`config.mk`:
```
export PLATFORM = sky130hd
export DESIGN_NAME = cswd_ram
export DESIGN_NICKNAME = d
export VERILOG_FILES = /design/src/sv/cswd_ram.sv
export SDC_FILE = /design/constraint.sdc
export NUM_CORES = 2
export LEC_CHECK = 0
export BUFFER_PORTS_ARGS = -buffer_cell sky130_fd_sc_hd__buf_2
export CAP_MARGIN = 30
export CORE_UTILIZATION = 55
export DETAILED_ROUTE_END_ITERATION = 8
export PLACE_DENSITY = 0.8
export RECOVER_POWER = 100
export SYNTH_ARGS = -nofsm -noshare
export SYNTH_HDL_FRONTEND = slang
export SYNTH_SLANG_ARGS = --single-unit
```
`constraint.sdc`:
```
create_clock -name clk -period 6.95 [get_ports clk]
set_input_delay 0.3475 -clock clk [delete_from_list [all_inputs] [get_ports clk]]
set_output_delay 0.3475 -clock clk [all_outputs]
set_load 0.03 [all_outputs]
```
`src/sv/cswd_ram.sv`:
```
`timescale 1ns / 1ps
`default_nettype none
module cswd_ram #(
  parameter int WIDTH = 64,
  parameter int DEPTH = 64
) (
  input  wire logic                     clk,
  input  wire logic                     we,
  input  wire logic [$clog2(DEPTH)-1:0] waddr,
  input  wire logic [WIDTH-1:0]         wdata,
  input  wire logic                     re,
  input  wire logic [$clog2(DEPTH)-1:0] raddr,
  output logic      [WIDTH-1:0]         rdata
);

  logic [WIDTH-1:0] mem [DEPTH];

  // Write port
  always_ff @(posedge clk) begin
    if (we) begin
      mem[waddr] <= wdata;
    end
  end

  // Registered read port; hold data between reads
  always_ff @(posedge clk) begin
    if (re) begin
      rdata <= mem[raddr];
    end
  end

endmodule
`default_nettype wire

```
; ---- After elaboration in Yosys (flattened, before gate mapping)
; Memories as Yosys holds them, arrays and structs flattened. A register that Yosys moved wholly into a read port is not among the register bits.
; Cells that the tools add are included.
[classes]
addsub = 0
multipliers = 0
n_div = 0
order_cmp = 0
eq_ne = 0
shifts = 0
muxes = 2
bitwise = 0
reduce_logical = 0
[op_table]
columns = op, n
row1 = 1-bit 2-to-1 mux, 2
[word_totals]
register_bits = 0
latch_bits = 0
mem_bits_rw = 4096
mem_bits_ro = 0
in_bits = 79
n_memories = 1
[mem_list]
columns = name, depth, word_bits, rd, rd_clocked_by_memory_dff, wr, line
row1 = mem, 64, 64, 1, 1, 1, 16  ; logic [WIDTH-1:0] mem [DEPTH];

; ---- Depth between registers and ports, before layout
[logic_depth]
word_depth = 2
mapped_depth = 9
mapped_depth_nobuf = 5

; ---- Least setup slack after synthesis
; No wires, ideal clock.
[synth_path]
path_kind = in2reg
start = in waddr[3]
end = mem mem[48][0], enable pin
setup_time_ns = 0.564
t_arrival_ns = 5.219
required_ns = 6.386
path_slack_ns = 1.167
cell_stages = 4
cell_sequence = clkbuf_1 > nor2b_1 > nand4b_1 > nor3_1
[synth_rtl]
columns = item, line
row1 = "start, declared", 9  ; input wire logic [$clog2(DEPTH)-1:0] waddr,
row2 = "end, declared", 16
; No word-level cell before the write port.

; ---- Worst setup path after layout
[layout_path]
start = in we
end = mem mem[20][35], enable pin
[layout_via]
elab_chain_cells = 2
[layout_rtl]
columns = item, line
row1 = "start, declared", 8  ; input wire logic we,
row2 = 1-bit 2-to-1 mux, 20  ; if (we) begin
row3 = 1-bit 2-to-1 mux (not written as such), 21  ; mem[waddr] <= wdata;
; Every way passes these cells.

==> impl_metrics.csv <==
group,metric,value,unit
flow_run,maxCapViolations,193,
cells_and_area,layout.cells.non_filler,11200,
floorplan,row_count,195,
power,p_int,40.8,mW
synthesis,synthTopCellsByArea,"edfxtp_1, mux4_2, mux2i_1",
power,power.density,297,nW/µm²
hold_path,worst_hold_path_type,"in -> reg",
setup_path,required,7.40,ns
sta,setup_viol,0,
placed_design,gp_congestion,0.817,
global_routing,grt_pass1_wl,633000,µm
setup_path,worstSetupPathType,"in -> reg",
power,p_comb_share,4.8,%
clocking,post_cts_resized,0,
route,wl,460000,µm
sta,max-slew-margin-rel,-208,%
synthesis,syn_inst,6598,
global_routing,grt_util_all_layers,31.9,%
synthesis,synth_edf_count,4160,
floorplan,start_util,55.5,%
sta,rsz0062_at_grt,"false",
synthesis,ys_ff_latch,4160,
sta,worst_slew_pin_slew,4.62,ns
clocking,cts_max_path_buffers,4,
power,swShare,21.7,%
route,wl_met3,65000,µm
placed_design,place_ws,2.99,ns
power,p_leak,54.1,nW
route,drt_iter0_drc,14300,
cells_and_area,fill_cells,17300,
setup_path,crit_path_end_kind,"flop",
setup_path,crit_chain,"clkbuf_1 > nor2b_1 > nand2_1 > nor2_1 > clkbuf_1",
floorplan,die_h,536,µm
clocking,cts_hold_buffers,9,
synthesis,synthesis.nets,6677,
clocking,cts_buffers,390,
route,drc_errors,0,
power,switchingPower,11.3,mW
synthesis,synth.avg_cell_area,23.8,µm²
route,viasPerCell,7.21,
synthesis,async_flop_share,0,%
setup_path,worst_path_dominant_cell_family,"simple AND/OR/NAND/NOR gates",
sta,final_hold_viol_count,0,
clocking,clkLatencyLatePin,0.96,ns
global_routing,grt_pass1_vias,82500,
clocking,clkTransAtPathRegs,0.06,ns
synthesis,yosysUniqueCellTypes,32,
placed_design,port_buffers,142,
floorplan,ios,143,
route,wl_met2,221000,µm
setup_path,crit_slowest_cell,"nor2_1",
global_routing,antenna_found_initial,29,
setup_path,path_buf_inv,2,
global_routing,grt_max_degree,125,
cells_and_area,syn_to_final_growth,11.9,%
route,ant_nets,0,
power,pwr-share-seq,53.7,%
route,via_count,80500,
synthesis,yosysWarnings,0,
clocking,cts_sinks,4160,
route,wl_met1,141000,µm
setup_path,worst-path-max-fanout,21,
clocking,post_cts_buffers,0,
synthesis,synth_top_cell_by_area,"edfxtp_1",
synthesis,seq_area_frac_synth,79.6,%
global_routing,grt_overflow,0,
setup_path,arrival,5.59,ns
placed_design,dp_cells,10300,
floorplan,coreArea,283000,µm²
cells_and_area,fin_nets,7164,
cells_and_area,drive_above_1_share,23.9,%
sta,max_freq,195,MHz
sta,setup_tns,0,ns
setup_path,start_kind,"primary input",
synthesis,netlist_area,157000,µm²
route,dr.pass1.iters,8,
floorplan,fp.dieW,536,µm
sta,period_share,73.9,%
power,ir_drop,0.000270,V
outcome,status,"finished with violations",
clocking,cts-htree-levels,5,
sta,holdWs,0.261,ns
synthesis,yosysTopAreaCellShare,79.6,%
synthesis,synthFlopType,"edfxtp_1",
placed_design,hpwl,220000,µm
setup_path,critical_path.max_stage_delay,2.11,ns
sta,slew_violations,7183,
route,routed.top_layer,"met5",
sta,finalWorstSetupSlack,1.81,ns
clocking,cts_tree,"built",
outcome,violations,"max-capacitance violations, max-slew violations",
setup_path,cp_common_cell,"clkbuf_1",
clocking,cts.root.buffer_cell,"clkbuf_16",
sta,min_period,5.14,ns
route,wl_per_cell,41.2,µm
sta,skew,0.0782,ns
power,power_frac_clock,41.5,%
floorplan,dieArea,288000,µm²
worst register-to-register path, delay by kind of cell (launching register included):
kind             cells  cell delay, ns
AND/OR/NAND/NOR      1            0.15
flip-flops           1            0.38
multiplexers         2            0.98
AO/OA/AOI/OAI        2            0.70
per-stage QoR:
stage	area (µm²)	util, %	total power [mW]
2_1_floorplan	157000	-	29.8
6_report	176000	62.1	52.1
3_5_place_dp	163000	57.7	30.9
3_3_place_gp	163000	57.6	30.8
5_1_grt	176000	62.1	53.0
4_1_cts	176000	62.2	52.0
synth_stat cells (all sizes together), types with 29 or more instances:
cell type / count
mux4: 1024
nand2: 58
o22ai: 83
a22o: 88
or3: 29
and3: 64
buf: 230
a22oi: 168
clkbuf: 140
edfxtp: 4160
o221ai: 38
a211oi: 63
nand3: 45
nor2: 112
mux2i: 135
final timing paths:
check / startpoint / cells past startpoint / to / slack [ns]
max: we / 5 / mem[20][35]$_DFFE_PP_ / 1.81
min: wdata[29] / 2 / mem[0][29]$_DFFE_PP_ / 0.26
max reg2reg: mem[47][11]$_DFFE_PP_ / 5 / rdata[11]$_DFFE_PP_ / 4.47
min reg2reg: mem[63][26]$_DFFE_PP_ / 4 / rdata[26]$_DFFE_PP_ / 0.92
power groups by stage:
stage	logic (mW)	registers, mW	clock network [mW]
2_1_floorplan	1.29	28.5	0
3_3_place_gp	2.31	28.5	0
3_5_place_dp	2.40	28.5	0
4_1_cts	2.47	28.0	21.6
5_1_grt	2.58	28.0	22.4
6_report	2.52	28.0	21.6
cells by family (layout without fill, tap and decap cells):
group / after synthesis / in the layout / share of synthesized area, %
mux: 1159 / 1159 / 15.6
other cells: 0 / 19 / 0
flops: 4160 / 4160 / 79.6
compound gates: 504 / 504 / 2.47
simple gates: 386 / 386 / 1.23
buf+inv: 389 / 1193 / 1.18
layer usage:
metal  vias to the layer above  global-route usage, %
li1                      29500                      -
met3                      1620                   7.65
met5                         -                      0
met1                     41300                   39.7
met4                        20                   20.7
met2                      8161                   50.5
cells in the final DEF (no fill, tap or decap), drive strengths merged, types with 2 or more instances in the layout:
cell / instances
diode: 19
nand2b: 11
clkinvlp: 20
nor3: 2
o221ai: 38
mux4: 1024
nand2: 58
a22o: 88
edfxtp: 4160
buf: 117
a41oi: 26
or2: 28
or3: 29
a31oi: 18
nand3: 45
o22ai: 83
a2bb2oi: 19
clkbuf: 774
dlygate4sd3: 53
and2: 3
nor2b: 28
nand4: 2
clkinv: 158
a22oi: 168
and3: 64
nand3b: 2
inv: 30
bufinv: 41
mux2i: 135
nor2: 112
a211oi: 63
sequential cells by signal, indices dropped and copies added, names as in the netlist:
signal and count:
mem 4096, rdata 64
final cells by class:
cell class,instances,area [µm²],share of cell area [%]
sequential,4160,125000,71.1
multi-input combinational,2049,30400,17.3
clock buffer,479,10300,5.85
tap,3743,4680,2.67
timing repair buffer,465,2960,1.68
clock inverter,230,2310,1.31
inverter,19,71.3,0.0406
antenna,19,47.5,0.0271
(Power assumes the default switching activity.)
